$ cat config.mk
export PLATFORM = sky130hd
export DESIGN_NAME = binary_plane_classifier
export DESIGN_NICKNAME = d
export VERILOG_FILES = /design/src/sv/bpc_pkg.sv /design/src/sv/binary_plane_classifier.sv /design/src/sv/bpc_ram.sv /design/src/sv/bpc_eval.sv
export SDC_FILE = /design/constraint.sdc
export NUM_CORES = 2
export LEC_CHECK = 0
export ABC_AREA = 0
export BUFFER_PORTS_ARGS = -buffer_cell sky130_fd_sc_hd__buf_2
export CAP_MARGIN = 20
export CORE_MARGIN = 4
export CORE_UTILIZATION = 65
export DETAILED_ROUTE_END_ITERATION = 8
export GPL_TIMING_DRIVEN = 0
export PLACE_DENSITY_LB_ADDON = 0.25
export SYNTH_ARGS = -nofsm -noshare
export SYNTH_HDL_FRONTEND = slang
export SYNTH_SLANG_ARGS = --single-unit
$ cat constraint.sdc
create_clock -name i_clk -period 12.61 [get_ports i_clk]
set_input_delay 1.261 -clock i_clk [delete_from_list [all_inputs] [get_ports i_clk]]
set_output_delay 1.261 -clock i_clk [all_outputs]
set_load 0.05 [all_outputs]
$ cat src/sv/bpc_pkg.sv
// bpc_pkg: types, field widths, command codes and a popcount helper for the binary plane classifier
// no dependencies
`timescale 1ns / 1ps

package bpc_pkg;

    localparam int FIELD_W  = 16;
    localparam int CMD_W    = 2;
    localparam int OUTIDX_W = 3;
    localparam int RADIUS_W = 5;
    localparam int CLASS_W  = 8;
    localparam int POP_W    = 5;
    localparam int SUM_W    = 7;

    localparam logic [CMD_W-1:0] CMD_CLEAR    = 2'd0;
    localparam logic [CMD_W-1:0] CMD_ADD      = 2'd1;
    localparam logic [CMD_W-1:0] CMD_CLASSIFY = 2'd2;

    typedef struct packed {
        logic [CMD_W-1:0]    command;
        logic [OUTIDX_W-1:0] output_index;
        logic [FIELD_W-1:0]  key_bits;
        logic [RADIUS_W-1:0] radius;
        logic [FIELD_W-1:0]  sample_bits;
    } t_in;

    typedef struct packed {
        logic [CLASS_W-1:0] class_bits;
        logic               store_full;
    } t_out;

    function automatic logic [POP_W-1:0] f_popcount(input logic [FIELD_W-1:0] v);
        logic [POP_W-1:0] n;
        n = '0;
        for (int i = 0; i < FIELD_W; i++) begin
            n = n + POP_W'(v[i]);
        end
        return n;
    endfunction

endpackage

$ cat src/sv/binary_plane_classifier.sv
// binary plane classifier: node store in one ram, command sequencer and output stage
// clear, add, an unknown command and classify of an empty store put their transaction in the result buffer
// classify scans the store: the ram read port walks one stored node per cycle into bpc_eval
// one command at a time: a new one is taken only in idle with the result buffer empty
// a result buffer lets the next command in while the output waits
// reset empties the node store by zeroing the node count; ram contents are not cleared
`timescale 1ns / 1ps

module binary_plane_classifier #(
    parameter int INPUT_BITS    = 16,
    parameter int OUTPUT_COUNT  = 8,
    parameter int NODE_CAPACITY = 64
) (
    input  logic          i_clk,
    input  logic          i_rst_n,
    input  logic          i_in_valid,
    output logic          o_in_ready,
    input  bpc_pkg::t_in  i_in,
    output logic          o_out_valid,
    input  logic          i_out_ready,
    output bpc_pkg::t_out o_out
);
    import bpc_pkg::*;

    localparam int KEY_W = (INPUT_BITS < FIELD_W) ? INPUT_BITS : FIELD_W;
    localparam int AW    = (NODE_CAPACITY > 1) ? $clog2(NODE_CAPACITY) : 1;
    localparam int CW    = $clog2(NODE_CAPACITY + 1);
    localparam int MEM_W = KEY_W + RADIUS_W + OUTIDX_W;

    localparam logic [1:0] S_IDLE  = 2'd0;
    localparam logic [1:0] S_SCAN  = 2'd1;
    localparam logic [1:0] S_DRAIN = 2'd2;

    logic [1:0]         r_state, n_state;
    logic [CW-1:0]      r_count, n_count;
    logic [AW-1:0]      r_addr, n_addr;
    logic [KEY_W-1:0]   r_sample, n_sample;
    logic [CLASS_W-1:0] r_acc, n_acc;
    logic               r_rd_v, n_rd_v;
    logic               r_hold_v, n_hold_v;
    t_out               r_hold, n_hold;
    logic               r_out_v, n_out_v;
    t_out               r_out, n_out;

    logic               accept;
    logic               is_full;
    logic               we;
    logic [MEM_W-1:0]   wdata;
    logic [MEM_W-1:0]   rdata;
    logic               hit_valid;
    logic [CLASS_W-1:0] hit;
    logic               last_addr;

    assign o_in_ready = (r_state == S_IDLE) && !r_hold_v;
    assign accept     = i_in_valid && o_in_ready;
    assign is_full    = (r_count == CW'(NODE_CAPACITY));
    assign we         = accept && (i_in.command == CMD_ADD) && !is_full;
    assign wdata      = {i_in.key_bits[KEY_W-1:0], i_in.radius, i_in.output_index};
    assign last_addr  = ((CW'(r_addr) + CW'(1)) == r_count);

    bpc_ram #(
        .WIDTH (MEM_W),
        .DEPTH (NODE_CAPACITY),
        .AW    (AW)
    ) u_node_ram (
        .i_clk   (i_clk),
        .i_we    (we),
        .i_waddr (r_count[AW-1:0]),
        .i_wdata (wdata),
        .i_raddr (r_addr),
        .o_rdata (rdata)
    );

    bpc_eval #(
        .KEY_W        (KEY_W),
        .OUTPUT_COUNT (OUTPUT_COUNT)
    ) u_eval (
        .i_clk          (i_clk),
        .i_rst_n        (i_rst_n),
        .i_valid        (r_rd_v),
        .i_key          (rdata[MEM_W-1 -: KEY_W]),
        .i_radius       (rdata[OUTIDX_W +: RADIUS_W]),
        .i_output_index (rdata[OUTIDX_W-1:0]),
        .i_sample       (r_sample),
        .o_hit_valid    (hit_valid),
        .o_hit          (hit)
    );

    always_comb begin
        n_state  = r_state;
        n_count  = r_count;
        n_addr   = r_addr;
        n_sample = r_sample;
        n_acc    = r_acc;
        n_rd_v   = (r_state == S_SCAN);
        n_hold_v = r_hold_v;
        n_hold   = r_hold;
        n_out_v  = r_out_v;
        n_out    = r_out;

        if (hit_valid) begin
            n_acc = r_acc | hit;
        end

        // output stage takes from the result buffer
        if (!r_out_v || i_out_ready) begin
            n_out_v = r_hold_v;
            n_out   = r_hold;
            if (r_hold_v) begin
                n_hold_v = 1'b0;
            end
        end

        unique case (r_state)
            S_IDLE: begin
                if (accept) begin
                    n_hold = '0;
                    priority if (i_in.command == CMD_CLEAR) begin
                        n_count  = '0;
                        n_hold_v = 1'b1;
                    end else if (i_in.command == CMD_ADD) begin
                        n_hold_v = 1'b1;
                        if (is_full) begin
                            n_hold.store_full = 1'b1;
                        end else begin
                            n_count = r_count + CW'(1);
                        end
                    end else if (i_in.command == CMD_CLASSIFY) begin
                        n_sample = i_in.sample_bits[KEY_W-1:0];
                        n_acc    = '0;
                        n_addr   = '0;
                        if (r_count == '0) begin
                            n_hold_v = 1'b1;
                        end else begin
                            n_state = S_SCAN;
                        end
                    end else begin
                        n_hold_v = 1'b1;
                    end
                end
            end
            S_SCAN: begin
                if (last_addr) begin
                    n_state = S_DRAIN;
                end else begin
                    n_addr = r_addr + AW'(1);
                end
            end
            S_DRAIN: begin
                if (!r_rd_v && !hit_valid) begin
                    n_hold_v          = 1'b1;
                    n_hold.class_bits = r_acc;
                    n_hold.store_full = 1'b0;
                    n_state           = S_IDLE;
                end
            end
            default: begin
                n_state = S_IDLE;
            end
        endcase
    end

    always_ff @(posedge i_clk) begin
        if (!i_rst_n) begin
            r_state  <= S_IDLE;
            r_count  <= '0;
            r_rd_v   <= 1'b0;
            r_hold_v <= 1'b0;
            r_out_v  <= 1'b0;
        end else begin
            r_state  <= n_state;
            r_count  <= n_count;
            r_rd_v   <= n_rd_v;
            r_hold_v <= n_hold_v;
            r_out_v  <= n_out_v;
        end
        r_addr   <= n_addr;
        r_sample <= n_sample;
        r_acc    <= n_acc;
        r_hold   <= n_hold;
        r_out    <= n_out;
    end

    assign o_out_valid = r_out_v;
    assign o_out       = r_out;

endmodule

$ cat src/sv/bpc_ram.sv
// bpc_ram: generic single-write, single-read synchronous ram with registered read data
// no dependencies
`timescale 1ns / 1ps

module bpc_ram #(
    parameter int WIDTH = 24,
    parameter int DEPTH = 64,
    parameter int AW    = (DEPTH > 1) ? $clog2(DEPTH) : 1
) (
    input  logic             i_clk,
    input  logic             i_we,
    input  logic [AW-1:0]    i_waddr,
    input  logic [WIDTH-1:0] i_wdata,
    input  logic [AW-1:0]    i_raddr,
    output logic [WIDTH-1:0] o_rdata
);

    logic [WIDTH-1:0] r_mem [DEPTH];
    logic [WIDTH-1:0] r_rdata;

    always_ff @(posedge i_clk) begin
        if (i_we) begin
            r_mem[i_waddr] <= i_wdata;
        end
        r_rdata <= r_mem[i_raddr];
    end

    assign o_rdata = r_rdata;

endmodule

$ cat src/sv/bpc_eval.sv
// bpc_eval: scores one stored node against the sample and registers its class hit
// depends on bpc_pkg
`timescale 1ns / 1ps

module bpc_eval #(
    parameter int KEY_W        = 16,
    parameter int OUTPUT_COUNT = 8
) (
    input  logic                           i_clk,
    input  logic                           i_rst_n,
    input  logic                           i_valid,
    input  logic [KEY_W-1:0]               i_key,
    input  logic [bpc_pkg::RADIUS_W-1:0]   i_radius,
    input  logic [bpc_pkg::OUTIDX_W-1:0]   i_output_index,
    input  logic [KEY_W-1:0]               i_sample,
    output logic                           o_hit_valid,
    output logic [bpc_pkg::CLASS_W-1:0]    o_hit
);
    import bpc_pkg::*;

    localparam int OC_LIM_I = (OUTPUT_COUNT < CLASS_W) ? OUTPUT_COUNT : CLASS_W;
    localparam logic [OUTIDX_W:0] OC_LIM = (OUTIDX_W+1)'(OC_LIM_I);

    logic [FIELD_W-1:0] key_ext;
    logic [FIELD_W-1:0] smp_ext;
    logic [POP_W-1:0]   pos_cnt;
    logic [POP_W-1:0]   neg_cnt;
    logic [POP_W-1:0]   key_cnt;
    logic [SUM_W-1:0]   lhs;
    logic [SUM_W-1:0]   rhs;
    logic               fire;
    logic [CLASS_W-1:0] n_hit;
    logic [CLASS_W-1:0] r_hit;
    logic               r_hit_valid;

    // fire when pos - neg >= popcount(key) - radius, kept unsigned, and the output index is below the output limit
    always_comb begin
        key_ext = FIELD_W'(i_key);
        smp_ext = FIELD_W'(i_sample);
        pos_cnt = f_popcount(smp_ext & key_ext);
        neg_cnt = f_popcount(smp_ext & ~key_ext);
        key_cnt = f_popcount(key_ext);
        lhs     = SUM_W'(pos_cnt) + SUM_W'(i_radius);
        rhs     = SUM_W'(neg_cnt) + SUM_W'(key_cnt);
        fire    = (lhs >= rhs) && ({1'b0, i_output_index} < OC_LIM);
        n_hit   = fire ? (CLASS_W'(1) << i_output_index) : '0;
    end

    always_ff @(posedge i_clk) begin
        if (!i_rst_n) begin
            r_hit_valid <= 1'b0;
        end else begin
            r_hit_valid <= i_valid;
        end
        r_hit <= n_hit;
    end

    assign o_hit_valid = r_hit_valid;
    assign o_hit       = r_hit;

endmodule
==> metrics.md <==
| Metric | Value |
|---|---|
| DRC errors left | 0 |
| Crit path arrival time | 6.58 ns |
| Die area | 102,000 µm² |
| Skew-Pair Late Insertion Delay | 0.78 ns |
| Drt pass-1 iters | 5 |
| RSZ-0062 raised after global routing | no |
| CTS clk-pin slew, worst paths | 0.07 ns |
| Final setup margin | 6.69 ns |
| I/O Pins | 57 |
| Vias in the first global route | 32.9k |
| Worst-Margin Slew | 1.21 ns |
| Cell Rows | 114 |
| Power Total | 11.7 mW |
| Core Footprint | 96,600 µm² |
| DR vias | 32.3k |
| Final Slew Violations | 0 |
| CP peak stage delay | 0.52 ns |
| Syn avg cell area | 21.8 µm² |
| Yosys warns | 0 |
| Crit path max fanout | 8 |
| Wirelength per Cell | 36.1 µm |
| Outcome | finished clean |
| Startpoint class of the critical path | register |
| Clock Path Buffers | 3 |
| Final Hold Fails | 0 |
| Filler Cells Inserted | 5,023 |
| H-tree depth | 4 |
| Setup TNS | 0 ns |
| Net Count, Synth | 3,007 |
| Grt ovf | 0 |
| CTS Buf Count | 158 |
| CP max stage cell | fa_1 |
| Yosys cell types | 50 |
| Final Skew | 0.0274 ns |
| Largest net degree at the start of global routing | 65 |
| Period utilization | 47.0% |
| Layout Nets | 3,289 |
| Gate power share | 8.4% |
| Hold_ws | 0.419 ns |
| Power share of the clock group | 40.7% |
| # resized after CTS | 0 |
| 1st-iter DRT viols | 5,205 |
| Multi-input gate area | 14,200 µm² |
| CTS Hold Bufs | 0 |
| Die span in x | 320 µm |
| CP Capture Type | register |
| Die H | 320 µm |
| Netlist Area Pre-Place | 63,200 µm² |
| Ys async rst share | 0% |
| LEAKAGE | 23.2 nW |
| Seq cells post-synth | 1,629 |
| WS Path Type | register to register |
| Synth Instances | 2,894 |
| Required @ worst endpoint | 13.26 ns |
| Final Util | 74.3% |
| Sequential share of the synthesized area | 76.5% |
| Port bufs | 56 |
| Final WL | 165,000 µm |
| Post-CTS Setup Bufs | 0 |
| Layout overhead on the synthesized area | 13.5% |
| Sequential share of power | 50.9% |
| Sw Ratio | 22.5% |
| Post-DP Area | 66,400 µm² |
| Gpl congestion | 1.03 |
| Number of synthesized flops with an enable pin | 1,576 |
| CTS tree | done |
| Top FF cell, synth | edfxtp_1 |
| First-pass GRT wire length | 237,000 µm |
| Area occupied by registers | 48,400 µm² |
| Critical-path cell list | and2_1, ha_1, inv_1, fa_1, fa_1, fa_1, fa_1, fa_1, inv_1, fa_1, ha_1, a21o_1, a21oi_1, nor2b_1, o21ai_0, nand2b_1, ha_1, nand2_1, o21a_1, nor4b_1 |
| Clk root buf | clkbuf_16 |
| Post-DRT Antenna Nets | 0 |
| Vias per cell | 7.05 |
| # clock sinks | 1,629 |
| Minimum clock period | 5.92 ns |
| Placed cells | 4,279 |
| Share of layout cells above drive strength 1 | 27.8% |
| Switching power | 2.64 mW |
| Starting Density | 65.5% |
| Worst vdd ir | 0.140 mV |
| Commonest cells after routing, fill and taps aside | edfxtp_1, mux4_2, clkbuf_16 |
| Initial antenna violation count | 12 |
| Slew Limit Headroom | 18.8% |
| Commonest non-fill, non-tap cell in the layout | edfxtp_1 |
| Setup violations, final | 0 |
| GRT Util Overall | 33.0% |
| Max Clk Rate | 169 MHz |
| Max-cap viol count | 0 |
| Finished Cell Area | 71,800 µm² |
| Fin cells | 4,589 |
| DP Worst Slack | 6.73 ns |
| Hold Path Class | register to register |
| Power Density | 163 nW/µm² |
| Post-DP HPWL | 102,000 µm |
| Internal power | 9.07 mW |
| Most frequent CP cell | fa_1 |
## critical path: cells and delay by family (launching register included)
kind,cells,cell delay [ns]
AOI/OAI and AO/OA,4,0.82
adders and majority gates,9,3.52
buffers and inverters,2,0.16
DFF,1,0.49
and+or+nand+nor,5,0.81
## state kept, by name, indices dropped and copies added (netlist names)
| name | flops |
|---|---|
| o_out_valid | 1 |
| u_node_ram.o_rdata | 24 |
| r_addr | 6 |
| o_out | 9 |
| r_rd_v | 1 |
| u_node_ram.r_mem | 1536 |
| r_acc | 8 |
| u_eval.o_hit | 8 |
| r_hold | 9 |
| r_hold_v | 1 |
| r_count | 7 |
| u_eval.o_hit_valid | 1 |
| r_state | 2 |
| r_sample | 16 |
## power groups by stage
| stage | registers (mW) | clock network [mW] | logic (mW) |
|---|---|---|---|
| 2_1_floorplan | 6.08 | 0 | 0.603 |
| 3_3_place_gp | 6.08 | 0 | 0.897 |
| 3_5_place_dp | 6.08 | 0 | 0.953 |
| 4_1_cts | 5.96 | 4.77 | 0.968 |
| 5_1_grt | 5.96 | 5.03 | 1.08 |
| 6_report | 5.96 | 4.76 | 0.984 |
## final cells by class
type                    instances  area share [%]
repair buffers                122            2.01
plain buffers                 146            1.06
flip-flops and latches       1629            67.4
inverters                      55           0.288
diodes                          6          0.0209
well taps                    1276            2.22
clock buffers                 198            5.82
multi-input cells            1064            19.8
clock inverters                93            1.40
## metal layers
metal  global-route usage [%]  vias to the layer above  part of all wire [%]  wire [µm]
met5                   0.0463                        -                 0.024         40
met4                     14.2                        6                   4.6       7560
met3                     9.46                      384                    12      20600
met2                     51.2                     2459                    49      80400
met1                     44.9                    16864                    34      56800
li1                         -                    12617                     -          -
## kinds of logic (layout without fill, tap and decap cells)
group                    Yosys count  in the layout  share of synthesized area (%)
multiplexers                     457            457                           15.3
AO/OA/AOI/OAI                    236            236                           2.47
other                              0              6                              0
AND/OR/NAND/NOR                  276            276                           2.06
buffers and inverters            201            614                           1.53
XOR/XNOR                          28             28                          0.388
flip-flops                      1629           1629                           76.5
adder cells (fa/ha/maj)           67             67                           1.71
## cells in the mapped netlist (3+ instances only)
cell type / n / area (µm²)
a211o_1: 19 / 166
a211oi_1: 25 / 188
a21o_1: 7 / 52.6
a21oi_1: 49 / 245
a22oi_1: 50 / 375
and2_1: 24 / 150
buf_1: 10 / 37.5
buf_2: 51 / 255
buf_4: 24 / 180
buf_6: 8 / 90.1
clkbuf_1: 52 / 195
dfxtp_1: 53 / 1060
edfxtp_1: 1576 / 47300
fa_1: 32 / 641
ha_1: 35 / 438
inv_1: 55 / 206
mux2_2: 5 / 56.3
mux2i_1: 44 / 440
mux4_2: 408 / 9190
nand2_1: 82 / 308
nand2b_1: 5 / 31.3
nand3_1: 8 / 40.0
nand3b_1: 5 / 37.5
nand4_1: 4 / 25.0
nor2_1: 102 / 383
nor2b_1: 20 / 125
nor3_1: 5 / 25.0
nor4b_1: 3 / 26.3
o21ai_0: 9 / 45.0
o22ai_1: 70 / 438
or3_1: 3 / 18.8
xnor2_1: 16 / 140
xor2_1: 12 / 105
## path summary, 6_finish.rpt
| kind | end | depth (start not counted) | slack (ns) | start |
|---|---|---|---|---|
| worst min register to register | o_out[4] | 0 | 0.42 | r_hold[4] |
| worst max register to register | u_eval.o_hit[1] | 20 | 6.69 | r_sample[1] |
| worst min-delay path | o_out[4] | 0 | 0.42 | r_hold[4] |
| worst max-delay path | u_eval.o_hit[1] | 20 | 6.69 | r_sample[1] |
Note: power is estimated with default switching activity, not from simulation.
